[config.mk]
export PLATFORM = sky130hd
export DESIGN_NAME = utf8_json_string_escaper
export DESIGN_NICKNAME = d
export VERILOG_FILES = /design/src/hw/rtl/ejs_pkg.sv /design/src/hw/rtl/ejs_front.sv /design/src/hw/rtl/ejs_queue.sv /design/src/hw/rtl/ejs_back.sv /design/src/hw/rtl/utf8_json_string_escaper.sv
export SDC_FILE = /design/constraint.sdc
export NUM_CORES = 1
export LEC_CHECK = 0
export ABC_AREA = 1
export BUFFER_PORTS_ARGS = -buffer_cell sky130_fd_sc_hd__buf_2
export CAP_MARGIN = 25
export CORE_ASPECT_RATIO = 0.5
export CORE_MARGIN = 2
export CORE_UTILIZATION = 30
export CTS_CLUSTER_SIZE = 24
export DETAILED_ROUTE_END_ITERATION = 6
export SYNTH_ARGS = -nofsm -noshare
export SYNTH_HDL_FRONTEND = slang
export SYNTH_SLANG_ARGS = --single-unit
[constraint.sdc]
create_clock -name aclk -period 3.15 [get_ports aclk]
set_input_delay 0.1575 -clock aclk [delete_from_list [all_inputs] [get_ports aclk]]
set_output_delay 0.1575 -clock aclk [all_outputs]
set_load 0.005 [all_outputs]
[src/hw/rtl/ejs_pkg.sv]
// ----------------------------------------------------------------------------
// ejs_pkg - shared types and helpers for the JSON string escaper
// Holds the job descriptor passed from classifier to serializer and the
// hex digit table.
// ----------------------------------------------------------------------------
package ejs_pkg;

    // Default depth of the job queue between classifier and serializer
    localparam int EJS_QUEUE_DEPTH = 4;

    // Width of the left-aligned hex payload (five nibbles)
    localparam int EJS_PAYLOAD_W = 20;

    // ASCII codes used by the escaper
    localparam logic [7:0] CH_BSLASH = 8'h5C;
    localparam logic [7:0] CH_QUOTE  = 8'h22;
    localparam logic [7:0] CH_U      = 8'h75;
    localparam logic [7:0] CH_ZERO   = 8'h30;
    localparam logic [7:0] CH_B      = 8'h62;
    localparam logic [7:0] CH_F      = 8'h66;
    localparam logic [7:0] CH_N      = 8'h6E;
    localparam logic [7:0] CH_R      = 8'h72;
    localparam logic [7:0] CH_T      = 8'h74;
    localparam logic [7:0] CH_BS     = 8'h08;
    localparam logic [7:0] CH_FF     = 8'h0C;
    localparam logic [7:0] CH_LF     = 8'h0A;
    localparam logic [7:0] CH_CR     = 8'h0D;
    localparam logic [7:0] CH_TAB    = 8'h09;

    // Largest code point that a four-byte sequence may carry
    localparam logic [20:0] MAX_FOUR_BYTE = 21'h10FFF;

    // Kind of output run a job expands into
    typedef enum logic [2:0] {
        JOB_PASS,   // one character from payload[7:0]
        JOB_ESC2,   // backslash, payload[7:0]
        JOB_ESC3,   // backslash, backslash, payload[7:0]
        JOB_HEX3,   // backslash, u, 0, three hex digits
        JOB_HEX4,   // backslash, u, four hex digits
        JOB_HEX5    // backslash, u, five hex digits
    } job_kind_t;

    // One queued job: hex payloads are left-aligned in the 20-bit field
    typedef struct packed {
        job_kind_t                  kind;
        logic [EJS_PAYLOAD_W-1:0]   payload;
        logic                       str_end;
        logic                       invalid;
    } ejs_job_t;

    // Lowercase hex digit for one nibble
    function automatic logic [7:0] hex_char(input logic [3:0] nib);
        logic [7:0] c;
        case (nib)
            4'h0: c = 8'h30;
            4'h1: c = 8'h31;
            4'h2: c = 8'h32;
            4'h3: c = 8'h33;
            4'h4: c = 8'h34;
            4'h5: c = 8'h35;
            4'h6: c = 8'h36;
            4'h7: c = 8'h37;
            4'h8: c = 8'h38;
            4'h9: c = 8'h39;
            4'hA: c = 8'h61;
            4'hB: c = 8'h62;
            4'hC: c = 8'h63;
            4'hD: c = 8'h64;
            4'hE: c = 8'h65;
            default: c = 8'h66;
        endcase
        return c;
    endfunction

endpackage

[src/hw/rtl/ejs_front.sv]
// ----------------------------------------------------------------------------
// ejs_front - byte classifier
// Tracks the open UTF-8 sequence and turns each accepted byte into at most
// one job for the serializer.
// ----------------------------------------------------------------------------
module ejs_front
    import ejs_pkg::*;
(
    input  logic        aclk,
    input  logic        aresetn,
    input  logic        in_valid,
    output logic        in_ready,
    input  logic [7:0]  in_byte,
    input  logic        in_last,
    output logic        job_valid,
    input  logic        job_ready,
    output ejs_job_t    job
);

    logic [1:0]  bytes_left_reg, bytes_left_next;
    logic [2:0]  seq_length_reg, seq_length_next;
    logic [20:0] code_value_reg, code_value_next;
    logic        error_seen_reg, error_seen_next;

    logic        accept;
    logic        emit;
    logic [20:0] code_cont;
    logic [1:0]  left_dec;

    assign in_ready = job_ready;
    assign accept   = in_valid && job_ready;
    assign job_valid = accept && (emit || in_last);
    assign code_cont = {code_value_reg[14:0], in_byte[5:0]};
    assign left_dec  = bytes_left_reg - 2'd1;

    // Classify the byte and compute the next sequence state
    always_comb begin
        bytes_left_next = bytes_left_reg;
        seq_length_next = seq_length_reg;
        code_value_next = code_value_reg;
        error_seen_next = error_seen_reg;
        emit            = 1'b0;
        job.kind        = JOB_PASS;
        job.payload     = {12'd0, in_byte};
        job.str_end     = in_last;
        job.invalid     = 1'b0;

        if (error_seen_reg) begin
            emit = 1'b0;
        end else if (bytes_left_reg != 2'd0) begin
            code_value_next = code_cont;
            bytes_left_next = left_dec;
            if (left_dec == 2'd0) begin
                seq_length_next = 3'd0;
                code_value_next = 21'd0;
                if (seq_length_reg == 3'd2) begin
                    emit        = 1'b1;
                    job.kind    = JOB_HEX3;
                    job.payload = {code_cont[11:0], 8'd0};
                end else if (seq_length_reg == 3'd3) begin
                    emit        = 1'b1;
                    job.kind    = JOB_HEX4;
                    job.payload = {code_cont[15:0], 4'd0};
                end else if (code_cont <= MAX_FOUR_BYTE) begin
                    emit        = 1'b1;
                    job.kind    = JOB_HEX5;
                    job.payload = code_cont[19:0];
                end
            end
        end else if (!in_byte[7]) begin
            emit = 1'b1;
            case (in_byte)
                CH_QUOTE:  job.kind = JOB_ESC2;
                CH_BSLASH: job.kind = JOB_ESC2;
                CH_BS: begin
                    job.kind    = JOB_ESC3;
                    job.payload = {12'd0, CH_B};
                end
                CH_FF: begin
                    job.kind    = JOB_ESC3;
                    job.payload = {12'd0, CH_F};
                end
                CH_LF: begin
                    job.kind    = JOB_ESC3;
                    job.payload = {12'd0, CH_N};
                end
                CH_CR: begin
                    job.kind    = JOB_ESC3;
                    job.payload = {12'd0, CH_R};
                end
                CH_TAB: begin
                    job.kind    = JOB_ESC3;
                    job.payload = {12'd0, CH_T};
                end
                default: job.kind = JOB_PASS;
            endcase
        end else if (in_byte[7:5] == 3'b110) begin
            seq_length_next = 3'd2;
            bytes_left_next = 2'd1;
            code_value_next = {16'd0, in_byte[4:0]};
        end else if (in_byte[7:4] == 4'b1110) begin
            seq_length_next = 3'd3;
            bytes_left_next = 2'd2;
            code_value_next = {17'd0, in_byte[3:0]};
        end else if (in_byte[7:3] == 5'b11110) begin
            seq_length_next = 3'd4;
            bytes_left_next = 2'd3;
            code_value_next = {18'd0, in_byte[2:0]};
        end else begin
            error_seen_next = 1'b1;
        end

        // Close the string: a silent final byte becomes a pure end result
        if (in_last) begin
            if (!emit) begin
                job.kind    = JOB_PASS;
                job.payload = '0;
                job.invalid = error_seen_next || (bytes_left_next != 2'd0);
            end
            bytes_left_next = 2'd0;
            seq_length_next = 3'd0;
            code_value_next = 21'd0;
            error_seen_next = 1'b0;
        end
    end

    // Advance sequence state on each transfer
    always_ff @(posedge aclk) begin
        if (!aresetn) begin
            bytes_left_reg <= 2'd0;
            seq_length_reg <= 3'd0;
            code_value_reg <= 21'd0;
            error_seen_reg <= 1'b0;
        end else if (accept) begin
            bytes_left_reg <= bytes_left_next;
            seq_length_reg <= seq_length_next;
            code_value_reg <= code_value_next;
            error_seen_reg <= error_seen_next;
        end
    end

endmodule

[src/hw/rtl/ejs_queue.sv]
// ----------------------------------------------------------------------------
// ejs_queue - job queue
// Small register FIFO that decouples the classifier from the serializer.
// ----------------------------------------------------------------------------
module ejs_queue
    import ejs_pkg::*;
#(
    parameter int DEPTH = EJS_QUEUE_DEPTH
) (
    input  logic      aclk,
    input  logic      aresetn,
    input  logic      push,
    output logic      push_ready,
    input  ejs_job_t  push_job,
    output logic      head_valid,
    input  logic      pop,
    output ejs_job_t  head_job
);

    localparam int PTR_W = (DEPTH > 1) ? $clog2(DEPTH) : 1;
    localparam int CNT_W = $clog2(DEPTH + 1);
    localparam logic [PTR_W-1:0] PTR_MAX = PTR_W'(DEPTH - 1);
    localparam logic [CNT_W-1:0] CNT_FULL = CNT_W'(DEPTH);

    ejs_job_t         entry_reg [DEPTH];
    logic [PTR_W-1:0] wr_ptr_reg, rd_ptr_reg;
    logic [CNT_W-1:0] count_reg;
    logic             do_push, do_pop;

    assign push_ready = (count_reg != CNT_FULL);
    assign head_valid = (count_reg != '0);
    assign head_job   = entry_reg[rd_ptr_reg];
    assign do_push    = push && push_ready;
    assign do_pop     = pop && head_valid;

    // Store incoming jobs
    always_ff @(posedge aclk) begin
        if (do_push) begin
            entry_reg[wr_ptr_reg] <= push_job;
        end
    end

    // Advance pointers and occupancy
    always_ff @(posedge aclk) begin
        if (!aresetn) begin
            wr_ptr_reg <= '0;
            rd_ptr_reg <= '0;
            count_reg  <= '0;
        end else begin
            if (do_push) begin
                wr_ptr_reg <= (wr_ptr_reg == PTR_MAX) ? '0 : wr_ptr_reg + 1'b1;
            end
            if (do_pop) begin
                rd_ptr_reg <= (rd_ptr_reg == PTR_MAX) ? '0 : rd_ptr_reg + 1'b1;
            end
            if (do_push && !do_pop) begin
                count_reg <= count_reg + 1'b1;
            end else if (do_pop && !do_push) begin
                count_reg <= count_reg - 1'b1;
            end
        end
    end

endmodule

[src/hw/rtl/ejs_back.sv]
// ----------------------------------------------------------------------------
// ejs_back - character serializer
// Expands the head job into its characters, one per cycle while the output
// is not stalled, into an output register.
// ----------------------------------------------------------------------------
module ejs_back
    import ejs_pkg::*;
(
    input  logic      aclk,
    input  logic      aresetn,
    input  logic      head_valid,
    input  ejs_job_t  head_job,
    output logic      pop,
    output logic      out_valid,
    input  logic      out_ready,
    output logic [7:0] out_char,
    output logic      out_run_last,
    output logic      out_str_end,
    output logic      out_invalid
);

    logic [2:0] pos_reg, pos_next;
    logic       valid_reg, valid_next;
    logic [7:0] char_reg, char_next;
    logic       run_last_reg, run_last_next;
    logic       str_end_reg, str_end_next;
    logic       invalid_reg, invalid_next;

    logic [2:0] prefix_len;
    logic [2:0] digit_cnt;
    logic [2:0] digit_idx;
    logic       is_hex;
    logic       last_char;
    logic [3:0] nibble;
    logic [7:0] cur_char;
    logic       advance;

    // Decode run shape of the head job
    always_comb begin
        case (head_job.kind)
            JOB_ESC2: begin prefix_len = 3'd1; digit_cnt = 3'd1; is_hex = 1'b0; end
            JOB_ESC3: begin prefix_len = 3'd2; digit_cnt = 3'd1; is_hex = 1'b0; end
            JOB_HEX3: begin prefix_len = 3'd3; digit_cnt = 3'd3; is_hex = 1'b1; end
            JOB_HEX4: begin prefix_len = 3'd2; digit_cnt = 3'd4; is_hex = 1'b1; end
            JOB_HEX5: begin prefix_len = 3'd2; digit_cnt = 3'd5; is_hex = 1'b1; end
            default:  begin prefix_len = 3'd0; digit_cnt = 3'd1; is_hex = 1'b0; end
        endcase
    end

    assign digit_idx = pos_reg - prefix_len;
    assign last_char = (pos_reg == prefix_len + digit_cnt - 3'd1);

    // Pick the nibble for the current hex digit, most significant first
    always_comb begin
        case (digit_idx)
            3'd0:    nibble = head_job.payload[19:16];
            3'd1:    nibble = head_job.payload[15:12];
            3'd2:    nibble = head_job.payload[11:8];
            3'd3:    nibble = head_job.payload[7:4];
            default: nibble = head_job.payload[3:0];
        endcase
    end

    // Select the character at the current position
    always_comb begin
        if (pos_reg < prefix_len) begin
            case (pos_reg)
                3'd0:    cur_char = CH_BSLASH;
                3'd1:    cur_char = is_hex ? CH_U : CH_BSLASH;
                default: cur_char = CH_ZERO;
            endcase
        end else if (is_hex) begin
            cur_char = hex_char(nibble);
        end else begin
            cur_char = head_job.payload[7:0];
        end
    end

    assign advance = head_valid && (!valid_reg || out_ready);
    assign pop     = advance && last_char;

    // Load the output register and step through the run
    always_comb begin
        pos_next      = pos_reg;
        valid_next    = valid_reg;
        char_next     = char_reg;
        run_last_next = run_last_reg;
        str_end_next  = str_end_reg;
        invalid_next  = invalid_reg;
        if (out_ready) begin
            valid_next = 1'b0;
        end
        if (advance) begin
            valid_next    = 1'b1;
            char_next     = cur_char;
            run_last_next = last_char;
            str_end_next  = last_char && head_job.str_end;
            invalid_next  = last_char && head_job.invalid;
            pos_next      = last_char ? 3'd0 : pos_reg + 3'd1;
        end
    end

    always_ff @(posedge aclk) begin
        if (!aresetn) begin
            pos_reg   <= 3'd0;
            valid_reg <= 1'b0;
        end else begin
            pos_reg   <= pos_next;
            valid_reg <= valid_next;
        end
    end

    // Hold payload while stalled
    always_ff @(posedge aclk) begin
        char_reg     <= char_next;
        run_last_reg <= run_last_next;
        str_end_reg  <= str_end_next;
        invalid_reg  <= invalid_next;
    end

    assign out_valid    = valid_reg;
    assign out_char     = char_reg;
    assign out_run_last = run_last_reg;
    assign out_str_end  = str_end_reg;
    assign out_invalid  = invalid_reg;

endmodule

[src/hw/rtl/utf8_json_string_escaper.sv]
// ----------------------------------------------------------------------------
// utf8_json_string_escaper - JSON string escaper for UTF-8 text
// Escapes quote, backslash and the control characters BS, FF, LF, CR and TAB,
// and turns multi-byte UTF-8 sequences into backslash-u escapes.
// ----------------------------------------------------------------------------
// Usage:
//   Input stream s_axis_*: one raw string byte per transfer, tlast on the
//   final byte of a string. Output stream m_axis_*: one escaped character
//   per transfer; tlast marks the final character of the string, tuser[0]
//   the final character caused by one input byte, tuser[1] an invalid string
//   (set only together with tlast on a pure end-status character of 0).
//   Each byte's job is registered in the job queue, then each of its
//   characters in the serializer's output register. Throughput: one output
//   character per cycle while m_axis is not stalled; an ASCII byte yields 1
//   to 3 characters, the byte that closes a two- or three-byte sequence 6,
//   one that closes a four-byte sequence 7 (none above the limit), other
//   bytes none. Input is taken every cycle while the job queue has room, so
//   lead and continuation bytes flow without stalls. Reset (aresetn low,
//   synchronous) empties the queue and output register and closes any open
//   sequence. A stall on m_axis_tready holds the output character; the
//   queue then fills and s_axis_tready drops.
// ----------------------------------------------------------------------------
module utf8_json_string_escaper
    import ejs_pkg::*;
#(
    parameter int FIFO_DEPTH = EJS_QUEUE_DEPTH
) (
    input  logic       aclk,
    input  logic       aresetn,
    input  logic       s_axis_tvalid,
    output logic       s_axis_tready,
    input  logic [7:0] s_axis_tdata,   // [7:0] in_byte
    input  logic       s_axis_tlast,   // string_last
    output logic       m_axis_tvalid,
    input  logic       m_axis_tready,
    output logic [7:0] m_axis_tdata,   // [7:0] out_char
    output logic       m_axis_tlast,   // string_end
    output logic [1:0] m_axis_tuser    // [0] run_last, [1] invalid
);

    ejs_job_t front_job;
    ejs_job_t head_job;
    logic     job_valid, job_ready;
    logic     head_valid, head_pop;

    ejs_front u_front (
        .aclk      (aclk),
        .aresetn   (aresetn),
        .in_valid  (s_axis_tvalid),
        .in_ready  (s_axis_tready),
        .in_byte   (s_axis_tdata),
        .in_last   (s_axis_tlast),
        .job_valid (job_valid),
        .job_ready (job_ready),
        .job       (front_job)
    );

    ejs_queue #(
        .DEPTH (FIFO_DEPTH)
    ) u_queue (
        .aclk       (aclk),
        .aresetn    (aresetn),
        .push       (job_valid),
        .push_ready (job_ready),
        .push_job   (front_job),
        .head_valid (head_valid),
        .pop        (head_pop),
        .head_job   (head_job)
    );

    ejs_back u_back (
        .aclk         (aclk),
        .aresetn      (aresetn),
        .head_valid   (head_valid),
        .head_job     (head_job),
        .pop          (head_pop),
        .out_valid    (m_axis_tvalid),
        .out_ready    (m_axis_tready),
        .out_char     (m_axis_tdata),
        .out_run_last (m_axis_tuser[0]),
        .out_str_end  (m_axis_tlast),
        .out_invalid  (m_axis_tuser[1])
    );

endmodule

== Word level (Yosys, flattened, before mapping) ==
Memory sizes are Yosys's and may differ from the RTL's. A register that Yosys moved wholly into a read port is not among the register bits.
Cells that the tools add are included.
Storage, ports and cells
  input bits: 13
  bits in writable memories: 100
  logic and storage cells: 154
  bits in read-only memories: 96
  register bits: 43
  memories: 2
Cells by class
  reductions and logical operators: 32
  muxes and demuxes: 69
  magnitude comparators: 2
  add/subtract/negate cells: 9
  eq/ne operators: 27
Memories
  u_queue.entry_reg: depth 4, bits a word 25, rd ports 1, clocked after Yosys merged registers in 1, write ports 1, RTL line ejs_queue.sv:25  | ejs_job_t entry_reg [DEPTH];
  (name not given): depth 16, bits a word 6, rd ports 1, clocked after Yosys merged registers in 0, write ports 0, RTL line ejs_pkg.sv:54  | case (nib)
Operator list (count)
  $mux 23: 9
  $mux 15: 8
  $eq 8x4->1 const B: 5
  $pmux 7 s5: 1
  $mux 3: 11
  $mux 2: 11
  $le 21x17->1 const B: 1
  $mux 1: 21
  $eq 3x2->1 const B: 6
  $mux 8: 2
  $pmux 4 s4: 1
  $pmux 8 s2: 1
  $logic_and 1x1->1: 10
  $eq 3x1->1 const B: 3
  $eq 3x3->1 const B: 3
  $pmux 3 s3: 1
  $eq 8x6->1 const B: 1
  $eq 8x7->1 const B: 1
  $reduce_bool 2->1: 4
  $add 3x1->3 const B: 2
  $logic_not 3->1: 2
  $mux 6: 1
  $ne 3x3->1 const B: 2
  $pmux 2 s3: 1
  22 further kinds: 31

== Depth between registers and ports, before layout ==
  depth after elaboration: 14
  depth in mapped cells: 27
  gate-level depth less buffers: 26

== By module ==
Synthesis repeated with hierarchy kept, for this count alone.
Second synthesis, totals
  cell total of the unflattened synthesis: 829
  area, all modules: 7524.7 µm²
By module, submodules not included
  ejs_queue: area an instance 4219.0 µm², instances 1, seq. area each 3183.1 µm², cells each 312
  ejs_front: area an instance 2014.4 µm², instances 1, seq. area each 420.4 µm², cells each 336
  ejs_back: area an instance 1291.2 µm², instances 1, seq. area each 410.4 µm², cells each 181

== Worst setup path after synthesis ==
No wires, ideal clock.
  path type: register to register
  from: register with a tool-made name
  to: register u_back.char_reg[0], in the netlist u_back.out_char[0], data pin
  arrival time: 3098 ps
  period minus slack after synthesis: 3351 ps
  path slack: -201 ps
  library setup time: 252 ps
  required time: 2898 ps
  stages on the path, launching flop included: 26
  cell sequence: dfxtp_1 buf_6 inv_4 buf_12 buf_8 nand2_1 a32oi_2 inv_1 nor2_1 ha_1 inv_1 fa_1 inv_1 nand2_1 nor2_1 nand3_1 nand2_1 nor2_1 nand2_1 inv_1 ha_1 nand3b_1 nand3_1 nand2_1 nand2_1 nand2_1
RTL lines
  end signal: assignment: RTL line ejs_back.sv:115  | char_reg <= char_next;
  end: declaration: RTL line ejs_back.sv:24  | logic [7:0] char_reg, char_next;

==> key figures <==
Logic synthesis
  – Synth Flop Type: edfxtp_1
  – Mapped cell area: 7363 sq um
  – Flops & latches, synth: 145
  – Synth unique cells: 52
  – Syn_nets: 858
  – Avg Inst Size Synth: 8.893 sq um
  – Yosys warnings: 0
  – Cells after Synth: 828
  – Sequential cell area fraction in the yosys report: 54.51%
  – Synth async-reset ratio: 0%
  – Number of synthesized flops with an enable pin: 111

Critical path
  – Kind of critical path: flop to flop
  – Critical Path RT: approximately 3.3 ns
  – Worst EP arrival: approximately 3.4 ns
  – Worst r2r path cells: 20
  – Crit Path Max Fanout: 8
  – Setup crit start kind: flop
  – CP endpoint kind: flop

Timing
  – Relative slew slack: 42.30%
  – Final worst slack: -0.07711 ns
  – Worst hold slack: 0.09738 ns
  – Worst-Margin Slew: between 0.8 and 0.9 ns
  – Layout Skew: around 0.0095 ns
  – Period utilisation layout: 102.4%
  – Fin. Hold Viols: 0
  – F_max: a little over 300 MHz
  – Final setup vio count: 1
  – Final worst path period need: 3.227 ns
  – Fin. max-slew vios: 0
  – RSZ-0062 raised after global routing: true

Clocking
  – CTS tree: built
  – Deepest clock path buffer count: 2
  – CTS clk-pin slew, worst paths: about 0.060 ns
  – Worst-Skew Late Latency: 0.42 ns
  – Clock root buffer: clkbuf_16
  – CTS Sinks: 145
  – CTS Hold Bufs: 0
  – Htree depth: 4
  – CTS Buf Count: 17

Finish
  – Fin cells: 1232
  – Nets@finish: 912
  – Multi-input logic area: 3030 sq um
  – Max reg flops: 100
  – Fillers: around 2400
  – FF/Latch Area: 4019 sq um
  – Area growth syn-to-layout: 21.00%
  – Layout cell share with drive strength beyond 1: 21.79%

Route
  – Initial DRT Pass Iterations: 5
  – Remaining antenna violation count after routing: 0
  – Vias/cell: 4.770
  – WL/cell: 15.01 um
  – DR iter-0 viols: about 430
  – Via count: a little under 6000
  – WL final: 18.49 mm
  – Residual DRC: 0

Hold path
  – Hold Path Depth: 3
  – Worst min-delay path class: primary input to flop

Floorplanning
  – Site Rows: 40
  – Initial Util: 30.59%
  – Die X-Extent: about 230 um
  – Die height: 114.8 um
  – I/O Pins: 26
  – Core box area: 24070 sq um
  – Full die area: 25890 sq um

Pwr
  – PwrDens: 1007 nW/um^2
  – Worst VDD drop: 0.6183 mV
  – Pleak: between 3 and 4 nW

Status
  – Status: complete, but fails checks
  – Failing checks: negative setup slack

Flow run
  – Max-Cap Viols: 0

Global route
  – Grt ovf: 0
  – GRT Total Usage: 14.91%
  – Pin count of the biggest net entering global routing: 44
  – Vias in the first global route: ~5500
  – Initial antenna violation count: 0
  – First-pass GRT wire length: 29.59 mm

Placed design
  – Dpl ws: -0.1094 ns
  – Dpl cells: approximately 1200
  – RePlAce Congestion: 0.9150
  – Hpwl dp: 12.69 mm
  – IO Port Bufs: 25
cells by family (layout without fill, tap and decap cells):
group                    Yosys count  in the layout  share of synthesized area (%)
AO/OA/AOI/OAI                    139            139                          11.39
flip-flops                       145            145                          54.51
adder cells (fa/ha/maj)           17             17                          3.093
other                              0              1                              0
buffers and inverters            136            203                          8.258
AND/OR/NAND/NOR                  386            386                          22.16
XOR/XNOR                           5              5                         0.5948
Yosys cell counts, types with 9 or more instances:
library cell	count	share of area, %
a21oi_1	45	3.1
nand2_1	211	11
buf_2	10	0.68
ha_1	15	2.5
dfxtp_1	34	9.2
inv_1	97	4.9
a211oi_1	9	0.92
nor3_1	9	0.61
o21ai_0	44	3.0
edfxtp_1	111	45
nor2_1	78	4.0
nand3_1	56	3.8
final timing paths:
kind | start | to | slack (ns)
worst max register to register | flop | u_back.out_char[0] | -0.08
worst min-delay path | aresetn | u_queue.count_reg[1] | 0.1
worst min register to register | u_front.code_value_reg[14] | u_front.code_value_reg[14] | 0.46
worst max-delay path | flop | u_back.out_char[0] | -0.08
routing by layer:
layer	up-vias	global-route usage [%]	part of all wire, %
met5	-	0	0
met4	0	5.121	1.4
met3	21	3.297	4.9
met2	158	23.83	46
met1	2807	20.18	48
li1	2891	-	-
metrics by stage:
step | util, % | power, W | TNS (ns) | area [sq um]
floorplan | - | 0.005204 | -0.05666 | 7447
global placement | 33.42 | 0.006178 | -0.02451 | 8045
detailed placement | 33.42 | 0.006264 | -0.1728 | 8045
CTS | 35.95 | 0.008312 | -0.09778 | 8653
global route | 37.00 | 0.009635 | -0.6247 | 8907
finish | 37.01 | 0.008971 | -0.07711 | 8910
critical path, stage by stage (launching register included):
cell and delay, ns:
dfxtp_4 0.38, inv_8 0.10, nand2_4 0.05, a32oi_4 0.26, inv_2 0.09, nor2_4 0.12, ha_4 0.15, inv_2 0.04
fa_2 0.62, inv_2 0.07, nand2_2 0.07, nor2_4 0.05, nand2_2 0.07, nand3_4 0.08, o21bai_4 0.18, ha_4 0.22
nand3b_1 0.16, nand3_1 0.09, nand2_1 0.06, nand2_1 0.06, nand2_1 0.05
layout by cell type, fill, tap and decap left out, drive strengths merged, types with 2 or more instances in the layout:
master / count
nand3b: 2
a22oi: 3
clkinvlp: 3
o21ai: 55
a221oi: 7
nand4: 7
or2: 5
fa: 2
edfxtp: 111
a21oi: 46
clkbuf: 18
inv: 105
ha: 15
o311ai: 2
xnor2: 2
a31oi: 3
bufinv: 3
buf: 65
o21bai: 2
nor2: 86
a211oi: 9
clkinv: 9
nand3: 57
nand2: 219
nor3: 9
o211ai: 3
xor2: 3
dfxtp: 34
repair_timing:
action,CTS,global route
buffers inserted,1,7
hold endpoints to repair,0,0
resized for setup,3,54
endpoints found under the setup margin,2,7
pin swaps,0,31
final cells by class:
cell class                 instances  area share, %
sequential                       145          45.11
antenna                            1        0.02809
multi-input combinational        547          34.01
clock buffer                      18          4.817
tap                              336          4.718
clock inverter                    14          1.854
inverter                         106          4.606
timing repair buffer              65          4.859
power by group:
part           internal, W  switching (W)
sequential         0.00242       0.000126
combinational      0.00176        0.00265
clock              0.00124       0.000778
Power figures use the tool's default switching activity.
